## src/design/ptt_pkg.sv

```systemverilog
// Types and constants of the periodic timer table.
`timescale 1ns / 1ps
package ptt_pkg;

    localparam int OP_W        = 2;
    localparam int PERIOD_W    = 16;
    localparam int SLOT_W      = 4;
    localparam int COUNT_W     = 32;
    localparam int TAG_W       = 32;
    localparam int KIND_W      = 3;
    localparam int MAX_RESULTS = 16;
    localparam int RES_CNT_W   = 5;

    typedef enum logic [OP_W-1:0] {
        OP_TICK  = 2'd0,
        OP_START = 2'd1,
        OP_STOP  = 2'd2
    } op_e;

    typedef enum logic [KIND_W-1:0] {
        KIND_FIRED   = 3'd0,
        KIND_STARTED = 3'd1,
        KIND_STOPPED = 3'd2,
        KIND_FULL    = 3'd3,
        KIND_INVALID = 3'd4
    } kind_e;

    typedef enum logic [1:0] {
        ST_IDLE,
        ST_TICK,
        ST_FIND,
        ST_FLUSH
    } state_e;

    typedef struct packed {
        kind_e               kind;
        logic [SLOT_W-1:0]   timer_slot;
        logic [COUNT_W-1:0]  fire_count;
        logic [TAG_W-1:0]    user_tag;
        logic                last;
    } result_t;

endpackage

```

## src/design/ptt_req_if.sv

```systemverilog
// Request channel of the periodic timer table.
`timescale 1ns / 1ps
interface ptt_req_if import ptt_pkg::*; ();
    logic                valid;
    logic                ready;
    logic [OP_W-1:0]     op;
    logic [PERIOD_W-1:0] period;
    logic                single_shot;
    logic [TAG_W-1:0]    tag;
    logic [SLOT_W-1:0]   slot;

    modport source (output valid, op, period, single_shot, tag, slot, input ready);
    modport sink (input valid, op, period, single_shot, tag, slot, output ready);
endinterface

```

## src/design/ptt_rsp_if.sv

```systemverilog
// Result channel of the periodic timer table.
`timescale 1ns / 1ps
interface ptt_rsp_if import ptt_pkg::*; ();
    logic               valid;
    logic               ready;
    logic [KIND_W-1:0]  kind;
    logic [SLOT_W-1:0]  timer_slot;
    logic [COUNT_W-1:0] fire_count;
    logic [TAG_W-1:0]   user_tag;
    logic               last;

    modport source (output valid, kind, timer_slot, fire_count, user_tag, last, input ready);
    modport sink (input valid, kind, timer_slot, fire_count, user_tag, last, output ready);
endinterface

```

## src/design/ptt_entry_mem.sv

```systemverilog
// Timer entry memory: one write port, one read port with registered read data.
`timescale 1ns / 1ps
module ptt_entry_mem #(
    parameter int DEPTH = 16,
    parameter int WIDTH = 97,
    localparam int AW = $clog2(DEPTH)
) (
    input  logic             clk,
    input  logic             wr_en,
    input  logic [AW-1:0]    wr_addr,
    input  logic [WIDTH-1:0] wr_data,
    input  logic             rd_en,
    input  logic [AW-1:0]    rd_addr,
    output logic [WIDTH-1:0] rd_data
);

    logic [WIDTH-1:0] mem [DEPTH];
    logic [WIDTH-1:0] rd_data_reg;

    always_ff @(posedge clk)
    begin
        if (wr_en)
        begin
            mem[wr_addr] <= wr_data;
        end
    end

    always_ff @(posedge clk)
    begin
        if (rd_en)
        begin
            rd_data_reg <= mem[rd_addr];
        end
    end

    assign rd_data = rd_data_reg;

endmodule

```

## src/design/ptt_ctrl.sv

```systemverilog
// Sequencer of the timer table: request decode, slot walk, result buffering.
`timescale 1ns / 1ps
module ptt_ctrl import ptt_pkg::*; #(
    parameter int NUM_TIMERS = 16,
    parameter int TAG_BITS = 32,
    localparam int IW = $clog2(NUM_TIMERS),
    localparam int ENTRY_W = 2 * PERIOD_W + 1 + COUNT_W + TAG_BITS
) (
    input  logic               clk,
    input  logic               rst_n,
    ptt_req_if.sink            req,
    ptt_rsp_if.source          rsp,
    output logic               mem_wr_en,
    output logic [IW-1:0]      mem_wr_addr,
    output logic [ENTRY_W-1:0] mem_wr_data,
    output logic               mem_rd_en,
    output logic [IW-1:0]      mem_rd_addr,
    input  logic [ENTRY_W-1:0] mem_rd_data
);

    typedef struct packed {
        logic [PERIOD_W-1:0] reload;
        logic [PERIOD_W-1:0] remaining;
        logic                once;
        logic [COUNT_W-1:0]  shots;
        logic [TAG_BITS-1:0] tag;
    } entry_t;

    localparam logic [IW-1:0]      LAST_IDX  = IW'(NUM_TIMERS - 1);
    localparam logic [COUNT_W-1:0] SHOTS_MAX = {COUNT_W{1'b1}};

    state_e                  state_reg, state_next;
    logic [NUM_TIMERS-1:0]   live_reg, live_next;
    logic [IW-1:0]           rd_idx_reg, rd_idx_next;
    logic                    issue_done_reg, issue_done_next;
    logic                    p1_valid_reg, p1_valid_next;
    logic [IW-1:0]           p1_idx_reg, p1_idx_next;
    logic [RES_CNT_W-1:0]    res_cnt_reg, res_cnt_next;
    logic                    held_valid_reg, held_valid_next;
    result_t                 held_reg, held_next;
    logic                    out_valid_reg, out_valid_next;
    result_t                 out_reg, out_next;
    logic [PERIOD_W-1:0]     start_period_reg, start_period_next;
    logic                    start_once_reg, start_once_next;
    logic [TAG_BITS-1:0]     start_tag_reg, start_tag_next;

    entry_t                  rd_entry;
    entry_t                  wb_entry;
    logic [PERIOD_W-1:0]     rem_dec;
    logic                    p1_live;
    logic                    p1_fire;
    logic                    p1_emit;
    logic                    p1_stall;
    logic                    out_free;
    logic                    accept;
    logic                    walk_end;
    logic                    stop_ok;
    logic [IW-1:0]           stop_idx;

    assign rd_entry = entry_t'(mem_rd_data);
    assign rem_dec  = rd_entry.remaining - PERIOD_W'(1);
    assign p1_live  = live_reg[p1_idx_reg];
    assign p1_fire  = p1_valid_reg && p1_live && (rem_dec == '0);
    assign p1_emit  = p1_fire && (res_cnt_reg < RES_CNT_W'(MAX_RESULTS));
    assign out_free = !out_valid_reg || rsp.ready;
    // A new fired result can only be taken once the previous one has left the hold stage.
    assign p1_stall = (state_reg == ST_TICK) && p1_emit && held_valid_reg && !out_free;
    assign accept   = req.valid && req.ready;
    assign walk_end = (state_reg == ST_TICK) && issue_done_reg && p1_valid_reg && !p1_stall;
    assign stop_idx = IW'(req.slot);
    assign stop_ok  = (32'(req.slot) < NUM_TIMERS) && live_reg[stop_idx];

    always_comb
    begin
        wb_entry = rd_entry;
        if (p1_fire)
        begin
            if (!rd_entry.once)
            begin
                wb_entry.remaining = rd_entry.reload;
                wb_entry.shots = (rd_entry.shots == SHOTS_MAX) ? rd_entry.shots
                                                               : rd_entry.shots + COUNT_W'(1);
            end
            else
            begin
                wb_entry.remaining = rem_dec;
            end
        end
        else
        begin
            wb_entry.remaining = rem_dec;
        end
    end

    // Next state.
    always_comb
    begin
        state_next = state_reg;
        unique case (state_reg)
            ST_IDLE:
            begin
                if (accept)
                begin
                    unique case (req.op)
                        OP_TICK:  state_next = ST_TICK;
                        OP_START: state_next = ST_FIND;
                        OP_STOP:  state_next = ST_FLUSH;
                        default:  state_next = ST_IDLE;
                    endcase
                end
            end
            ST_TICK:
            begin
                if (walk_end)
                begin
                    state_next = held_valid_next ? ST_FLUSH : ST_IDLE;
                end
            end
            ST_FIND:
            begin
                if (!live_reg[rd_idx_reg] || (rd_idx_reg == LAST_IDX))
                begin
                    state_next = ST_FLUSH;
                end
            end
            ST_FLUSH:
            begin
                if (out_free)
                begin
                    state_next = ST_IDLE;
                end
            end
            default: state_next = ST_IDLE;
        endcase
    end

    // Outputs and datapath.
    always_comb
    begin
        live_next         = live_reg;
        rd_idx_next       = rd_idx_reg;
        issue_done_next   = issue_done_reg;
        p1_valid_next     = p1_valid_reg;
        p1_idx_next       = p1_idx_reg;
        res_cnt_next      = res_cnt_reg;
        held_valid_next   = held_valid_reg;
        held_next         = held_reg;
        out_valid_next    = out_valid_reg && !rsp.ready;
        out_next          = out_reg;
        start_period_next = start_period_reg;
        start_once_next   = start_once_reg;
        start_tag_next    = start_tag_reg;
        req.ready         = 1'b0;
        mem_wr_en         = 1'b0;
        mem_wr_addr       = p1_idx_reg;
        mem_wr_data       = ENTRY_W'(wb_entry);
        mem_rd_en         = 1'b0;
        mem_rd_addr       = rd_idx_reg;

        unique case (state_reg)
            ST_IDLE:
            begin
                req.ready = 1'b1;
                if (accept)
                begin
                    rd_idx_next     = '0;
                    issue_done_next = 1'b0;
                    p1_valid_next   = 1'b0;
                    res_cnt_next    = '0;
                    unique case (req.op)
                        OP_TICK:
                        begin
                        end
                        OP_START:
                        begin
                            start_period_next = req.period;
                            start_once_next   = req.single_shot;
                            start_tag_next    = TAG_BITS'(req.tag);
                        end
                        OP_STOP:
                        begin
                            held_valid_next      = 1'b1;
                            held_next.timer_slot = req.slot;
                            held_next.fire_count = '0;
                            held_next.user_tag   = '0;
                            held_next.last       = 1'b1;
                            if (stop_ok)
                            begin
                                held_next.kind     = KIND_STOPPED;
                                live_next[stop_idx] = 1'b0;
                            end
                            else
                            begin
                                held_next.kind = KIND_INVALID;
                            end
                        end
                        default:
                        begin
                        end
                    endcase
                end
            end
            ST_TICK:
            begin
                if (!p1_stall)
                begin
                    if (p1_valid_reg && p1_live)
                    begin
                        mem_wr_en = 1'b1;
                        if (p1_fire && rd_entry.once)
                        begin
                            live_next[p1_idx_reg] = 1'b0;
                        end
                    end
                    if (p1_emit)
                    begin
                        if (held_valid_reg)
                        begin
                            out_valid_next = 1'b1;
                            out_next       = held_reg;
                        end
                        held_valid_next      = 1'b1;
                        held_next.kind       = KIND_FIRED;
                        held_next.timer_slot = SLOT_W'(p1_idx_reg);
                        held_next.fire_count = rd_entry.shots;
                        held_next.user_tag   = TAG_W'(rd_entry.tag);
                        held_next.last       = 1'b0;
                        res_cnt_next         = res_cnt_reg + RES_CNT_W'(1);
                    end
                    // Reads run one slot ahead of the write-back, so they never meet.
                    if (!issue_done_reg)
                    begin
                        mem_rd_en       = 1'b1;
                        rd_idx_next     = rd_idx_reg + IW'(1);
                        issue_done_next = (rd_idx_reg == LAST_IDX);
                    end
                    p1_valid_next = !issue_done_reg;
                    p1_idx_next   = rd_idx_reg;
                end
            end
            ST_FIND:
            begin
                if (!live_reg[rd_idx_reg])
                begin
                    mem_wr_en               = 1'b1;
                    mem_wr_addr             = rd_idx_reg;
                    mem_wr_data             = {start_period_next, start_period_reg,
                                               start_once_reg, {COUNT_W{1'b0}}, start_tag_reg};
                    live_next[rd_idx_reg]   = 1'b1;
                    held_valid_next         = 1'b1;
                    held_next.kind          = KIND_STARTED;
                    held_next.timer_slot    = SLOT_W'(rd_idx_reg);
                    held_next.fire_count    = '0;
                    held_next.user_tag      = '0;
                    held_next.last          = 1'b1;
                end
                else if (rd_idx_reg == LAST_IDX)
                begin
                    held_valid_next      = 1'b1;
                    held_next.kind       = KIND_FULL;
                    held_next.timer_slot = '0;
                    held_next.fire_count = '0;
                    held_next.user_tag   = '0;
                    held_next.last       = 1'b1;
                end
                else
                begin
                    rd_idx_next = rd_idx_reg + IW'(1);
                end
            end
            ST_FLUSH:
            begin
                if (out_free)
                begin
                    out_valid_next  = 1'b1;
                    out_next        = held_reg;
                    out_next.last   = 1'b1;
                    held_valid_next = 1'b0;
                end
            end
            default:
            begin
            end
        endcase
    end

    always_ff @(posedge clk or negedge rst_n)
    begin
        if (!rst_n)
        begin
            state_reg      <= ST_IDLE;
            live_reg       <= '0;
            rd_idx_reg     <= '0;
            issue_done_reg <= 1'b0;
            p1_valid_reg   <= 1'b0;
            p1_idx_reg     <= '0;
            res_cnt_reg    <= '0;
            held_valid_reg <= 1'b0;
            out_valid_reg  <= 1'b0;
        end
        else
        begin
            state_reg      <= state_next;
            live_reg       <= live_next;
            rd_idx_reg     <= rd_idx_next;
            issue_done_reg <= issue_done_next;
            p1_valid_reg   <= p1_valid_next;
            p1_idx_reg     <= p1_idx_next;
            res_cnt_reg    <= res_cnt_next;
            held_valid_reg <= held_valid_next;
            out_valid_reg  <= out_valid_next;
        end
    end

    always_ff @(posedge clk)
    begin
        held_reg         <= held_next;
        out_reg          <= out_next;
        start_period_reg <= start_period_next;
        start_once_reg   <= start_once_next;
        start_tag_reg    <= start_tag_next;
    end

    assign rsp.valid      = out_valid_reg;
    assign rsp.kind       = out_reg.kind;
    assign rsp.timer_slot = out_reg.timer_slot;
    assign rsp.fire_count = out_reg.fire_count;
    assign rsp.user_tag   = out_reg.user_tag;
    assign rsp.last       = out_reg.last;

endmodule

```

## src/design/periodic_timer_table.sv

```systemverilog
// Per item: a tick walks every slot of the table; a start scans the slots for the lowest free
// one (1 to NUM_TIMERS slots); a stop is resolved in the cycle it is accepted. An item's final
// result, if it has one, is registered as the block returns to idle, and a tick's earlier
// fired results leave at most one per cycle.
// Reset clears the live bits and the control state at once; the entry memory is not cleared,
// since an entry is used only while its live bit is set, and start writes it when setting that bit.
`timescale 1ns / 1ps
module periodic_timer_table import ptt_pkg::*; #(
    parameter int NUM_TIMERS = 16,
    parameter int TAG_BITS = 32
) (
    input  logic      clk,
    input  logic      rst_n,
    ptt_req_if.sink   req,
    ptt_rsp_if.source rsp
);

    localparam int IW = $clog2(NUM_TIMERS);
    localparam int ENTRY_W = 2 * PERIOD_W + 1 + COUNT_W + TAG_BITS;

    logic               mem_wr_en;
    logic [IW-1:0]      mem_wr_addr;
    logic [ENTRY_W-1:0] mem_wr_data;
    logic               mem_rd_en;
    logic [IW-1:0]      mem_rd_addr;
    logic [ENTRY_W-1:0] mem_rd_data;

    ptt_ctrl #(
        .NUM_TIMERS (NUM_TIMERS),
        .TAG_BITS   (TAG_BITS)
    ) u_ctrl (
        .clk         (clk),
        .rst_n       (rst_n),
        .req         (req),
        .rsp         (rsp),
        .mem_wr_en   (mem_wr_en),
        .mem_wr_addr (mem_wr_addr),
        .mem_wr_data (mem_wr_data),
        .mem_rd_en   (mem_rd_en),
        .mem_rd_addr (mem_rd_addr),
        .mem_rd_data (mem_rd_data)
    );

    ptt_entry_mem #(
        .DEPTH (NUM_TIMERS),
        .WIDTH (ENTRY_W)
    ) u_mem (
        .clk     (clk),
        .wr_en   (mem_wr_en),
        .wr_addr (mem_wr_addr),
        .wr_data (mem_wr_data),
        .rd_en   (mem_rd_en),
        .rd_addr (mem_rd_addr),
        .rd_data (mem_rd_data)
    );

endmodule

```

## src/flat_wrapper.sv

```systemverilog
// flat-port wrapper written by rule: the top's interface ports become plain ports
module periodic_timer_table_flat import ptt_pkg::*;
#(
    parameter int NUM_TIMERS = 16,
    parameter int TAG_BITS = 32
)
  (clk, rst_n, req_valid, req_op, req_period, req_single_shot, req_tag, req_slot, req_ready, rsp_valid, rsp_kind, rsp_timer_slot, rsp_fire_count, rsp_user_tag, rsp_last, rsp_ready);
  ptt_req_if req_i ();
  ptt_rsp_if rsp_i ();
  input  logic clk;
  input  logic rst_n;
  input wire logic [$bits(req_i.valid)-1:0] req_valid;
  input wire logic [$bits(req_i.op)-1:0] req_op;
  input wire logic [$bits(req_i.period)-1:0] req_period;
  input wire logic [$bits(req_i.single_shot)-1:0] req_single_shot;
  input wire logic [$bits(req_i.tag)-1:0] req_tag;
  input wire logic [$bits(req_i.slot)-1:0] req_slot;
  output wire logic [$bits(req_i.ready)-1:0] req_ready;
  output wire logic [$bits(rsp_i.valid)-1:0] rsp_valid;
  output wire logic [$bits(rsp_i.kind)-1:0] rsp_kind;
  output wire logic [$bits(rsp_i.timer_slot)-1:0] rsp_timer_slot;
  output wire logic [$bits(rsp_i.fire_count)-1:0] rsp_fire_count;
  output wire logic [$bits(rsp_i.user_tag)-1:0] rsp_user_tag;
  output wire logic [$bits(rsp_i.last)-1:0] rsp_last;
  input wire logic [$bits(rsp_i.ready)-1:0] rsp_ready;
  assign req_i.valid = req_valid;
  assign req_i.op = req_op;
  assign req_i.period = req_period;
  assign req_i.single_shot = req_single_shot;
  assign req_i.tag = req_tag;
  assign req_i.slot = req_slot;
  assign req_ready = req_i.ready;
  assign rsp_valid = rsp_i.valid;
  assign rsp_kind = rsp_i.kind;
  assign rsp_timer_slot = rsp_i.timer_slot;
  assign rsp_fire_count = rsp_i.fire_count;
  assign rsp_user_tag = rsp_i.user_tag;
  assign rsp_last = rsp_i.last;
  assign rsp_i.ready = rsp_ready;
  periodic_timer_table #(.NUM_TIMERS(NUM_TIMERS), .TAG_BITS(TAG_BITS)) u_core (.clk(clk), .rst_n(rst_n), .req(req_i), .rsp(rsp_i));
endmodule
```

## config.mk

```make
export PLATFORM = sky130hd
export DESIGN_NAME = periodic_timer_table_flat
export DESIGN_NICKNAME = d
export VERILOG_FILES = /design/src/design/ptt_pkg.sv /design/src/design/ptt_req_if.sv /design/src/design/ptt_rsp_if.sv /design/src/design/ptt_entry_mem.sv /design/src/design/ptt_ctrl.sv /design/src/design/periodic_timer_table.sv /design/src/flat_wrapper.sv
export SDC_FILE = /design/constraint.sdc
export NUM_CORES = 2
export LEC_CHECK = 0
export ABC_CLOCK_PERIOD_IN_PS = 15000
export BUFFER_PORTS_ARGS = -buffer_cell sky130_fd_sc_hd__buf_2
export CAP_MARGIN = 20
export CORE_MARGIN = 8
export CORE_UTILIZATION = 25
export CTS_BUF_LIST = sky130_fd_sc_hd__clkbuf_4 sky130_fd_sc_hd__clkbuf_8 sky130_fd_sc_hd__clkbuf_16
export DETAILED_ROUTE_END_ITERATION = 8
export GPL_TIMING_DRIVEN = 0
export PLACE_DENSITY = 0.37
export SLEW_MARGIN = 20
export SYNTH_ARGS = -nofsm -noshare
export SYNTH_HDL_FRONTEND = slang
export SYNTH_SLANG_ARGS = --single-unit
```

## constraint.sdc

```tcl
create_clock -name clk -period 15 [get_ports clk]
set_clock_uncertainty 0.2 [all_clocks]
set_input_delay 2.25 -clock clk [delete_from_list [all_inputs] [get_ports clk]]
set_output_delay 2.25 -clock clk [all_outputs]
set_load 0.1 [all_outputs]
```

==> flow_summary.ini <==
[outcome]
outcome = complete, no violations

[final_layout]
area_growth_pct = 24.4
nets = 3972
final_area_mm2 = 0.0904
largest_reg_flops = 1552
drive_above_1_share_pct = 32.6
fin_cells = 7984

[pwr]
comb_power_share_pct = 29.9
powerDensity_mw_per_mm2 = 208
leakage_nw = 28.4
power_frac_seq_pct = 41.9
clockPowerShare_pct = 28.2
power_mw = 18.8
power_switching_share_pct = 33.8
p_sw_mw = 6.37
irDropWorstVdd_v = 0.000141
internal_power_mw = 12.5

[synthesis]
synthTopCellsByArea = edfxtp_1 76%, mux4_2 15%, dfrtp_1 1.2%, nand2_1 1.0%, and3_1 0.67%
synth_seq_area_share_pct = 77.3
yosysTopAreaCell = edfxtp_1
synth_top_area_share_pct = 76.1
post_synth.cell_area_avg_um2 = 21.7
synth_cells = 3350
synth_area_mm2 = 0.0727
ys_types = 82
synth_edf_count = 1842
synth_nets = 3425
ys_ff_latch = 1877
synthTopCellsByCount = 1842 x edfxtp_1, 497 x mux4_2, 199 x nand2_1
yosysWarnings = 0
synth_most_common_cell = edfxtp_1
synthArstFlopShare_pct = 1.86
synth_flop_cell = edfxtp_1

[route]
drtAntennaViolNets = 0
drc_errors = 0
drt-total-wl_um = 232000
vias_per_cell = 4.59
routedWlPerCell_um = 29.0
drtIter0Drc = 3223
firstDrtPassIters = 6
vias = 36610

[clock_tree]
cts-resized-gates = 0
cts_max_level = 4
post_cts_buffers = 0
cts_hold_buf = 0
clk_pin_slew_worst_paths_ps = 60
cts_buffer_depth = 4
root_buffer = clkbuf_16
cts_sinks = 1877
tritoncts = done
cts_made_buffers = 222
clock_latency_ps = 880

[timing]
setup_slack_ps = 8720
rsz0062_at_grt = no
post-route-min-period_ps = 6280
slew_headroom_pct = 20.8
setup_viol = 0
fin_crit_sh_pct = 41.9
fmax_ghz = 0.159
slew_viol_final = 0
tightestPinTransition_ps = 1190
final_hold_viol_count = 0

[placement]
dpl_cell_area_mm2 = 0.0832
portBuffers = 129
routabilityCongestion = 0.763
dp.cells = 7572
pre_cts_slack_ps = 8200
hpwl_um = 155000

[global_route]
grt_pass1_wl_um = 320000
overflow = 0
grt_max_degree = 36
grt_pass1_vias = 38501
grt_usage_pct = 14.7
grt_antenna_before_repair = 21

[floorplanning]
fp.dieW_um = 555
fp.dieArea_mm2 = 0.308
die_h_um = 555
io_pins = 133
rows = 198
start_util_pct = 25.1
placeableCoreArea_mm2 = 0.290

[setup_path]
start_kind = register
cp_max_fo = 16
required_ps = 15270
critPathArrivalTime_ps = 6550
worstSetupEndpointType = register
critPathKind = register to register

[hold_path]
hold_path.class = register to register

[job]
drv_cap = 0
## cell usage in the layout, fill, tap and decap left out, types with 50 or more instances in the layout
| cell | synthesis | layout |
|---|---|---|
| edfxtp_1 | 1842 | 1842 |
| mux4_2 | 497 | 497 |
| clkbuf_16 | 0 | 224 |
| nand2_1 | 199 | 199 |
| buf_2 | 4 | 171 |
| buf_16 | 0 | 145 |
| clkbuf_1 | 127 | 87 |
| and3_1 | 78 | 76 |
| clkinv_1 | 0 | 54 |
| nand3_1 | 53 | 53 |
| nor2_1 | 52 | 50 |
## power groups by stage
stage	clock, mW	combinational [mW]	sequential (mW)
2_1_floorplan	0	2.86	8.32
3_3_place_gp	0	5.31	8.23
3_5_place_dp	0	5.74	8.00
4_1_cts	5.49	5.76	7.91
5_1_grt	5.66	6.06	7.95
6_report	5.32	5.63	7.89
## critical path, stage by stage (launching register included)
cell and delay [ps]:
edfxtp_1 660, ha_1 270, and2_0 640, nand4_1 170, nor4_1 690, a2111o_1 630, clkbuf_1 730, clkbuf_1 840
o21ai_0 230, a21oi_1 820
## worst paths after layout
| kind | end | slack (ps) | cells past startpoint | from |
|---|---|---|---|---|
| worst max-delay path | u_core.u_mem.mem[12][46] | 8720 | 9 | u_core.u_mem.rd_data[32] |
| worst min-delay path | u_core.u_ctrl.rsp.fire_count[27] | 200 | 0 | u_core.u_ctrl.held_reg[60] |
| worst max register to register | u_core.u_mem.mem[12][46] | 8720 | 9 | u_core.u_mem.rd_data[32] |
| worst min register to register | u_core.u_ctrl.rsp.fire_count[27] | 200 | 0 | u_core.u_ctrl.held_reg[60] |
| max in group asynchronous | u_core.u_ctrl.state_reg[0] | 12670 | 1 | rst_n |
| min in group asynchronous | u_core.u_ctrl.mem_rd_addr[1] | 1330 | 1 | rst_n |
## layer usage
metal | share of wire [%] | GRT usage (%) | wire [um]
met5 | 0.0056 | 0 | 13
met3 | 4.9 | 2.53 | 11200
met2 | 48 | 24.0 | 111000
met1 | 45 | 20.2 | 104000
met4 | 2.6 | 3.66 | 6110
## final cells by class
class,count,area [um^2]
Antenna cell,10,25.0
Buffer,181,820
Clock buffer,271,5960
Clock inverter,130,1200
Fill cell,27812,200000
Inverter,22,82.6
Multi-Input combinational cell,1270,16000
Sequential cell,1877,56200
Tap cell,3900,4880
Timing Repair Buffer,323,5240
## cell families after synthesis
logic type | after synthesis | synth area share (%)
AOI/OAI and AO/OA | 209 | 1.88
DFF | 1877 | 77.3
muxes | 512 | 15.6
adders and majority gates | 16 | 0.275
buffers and inverters | 203 | 1.12
xor gates and xnor gates | 13 | 0.157
and+or+nand+nor | 520 | 3.65
## through the flow
stage / util [%] / TNS, ps / hold slack [ps]
detailed placement: 28.7 / 0 / 205
CTS: 31.1 / 0 / 194
finish: 31.2 / 0 / 197
global route: 31.2 / 0 / 213
global placement: 27.0 / -6441680 / 204
floorplan: - / 0 / 200
Power figures use the tool's default switching activity.
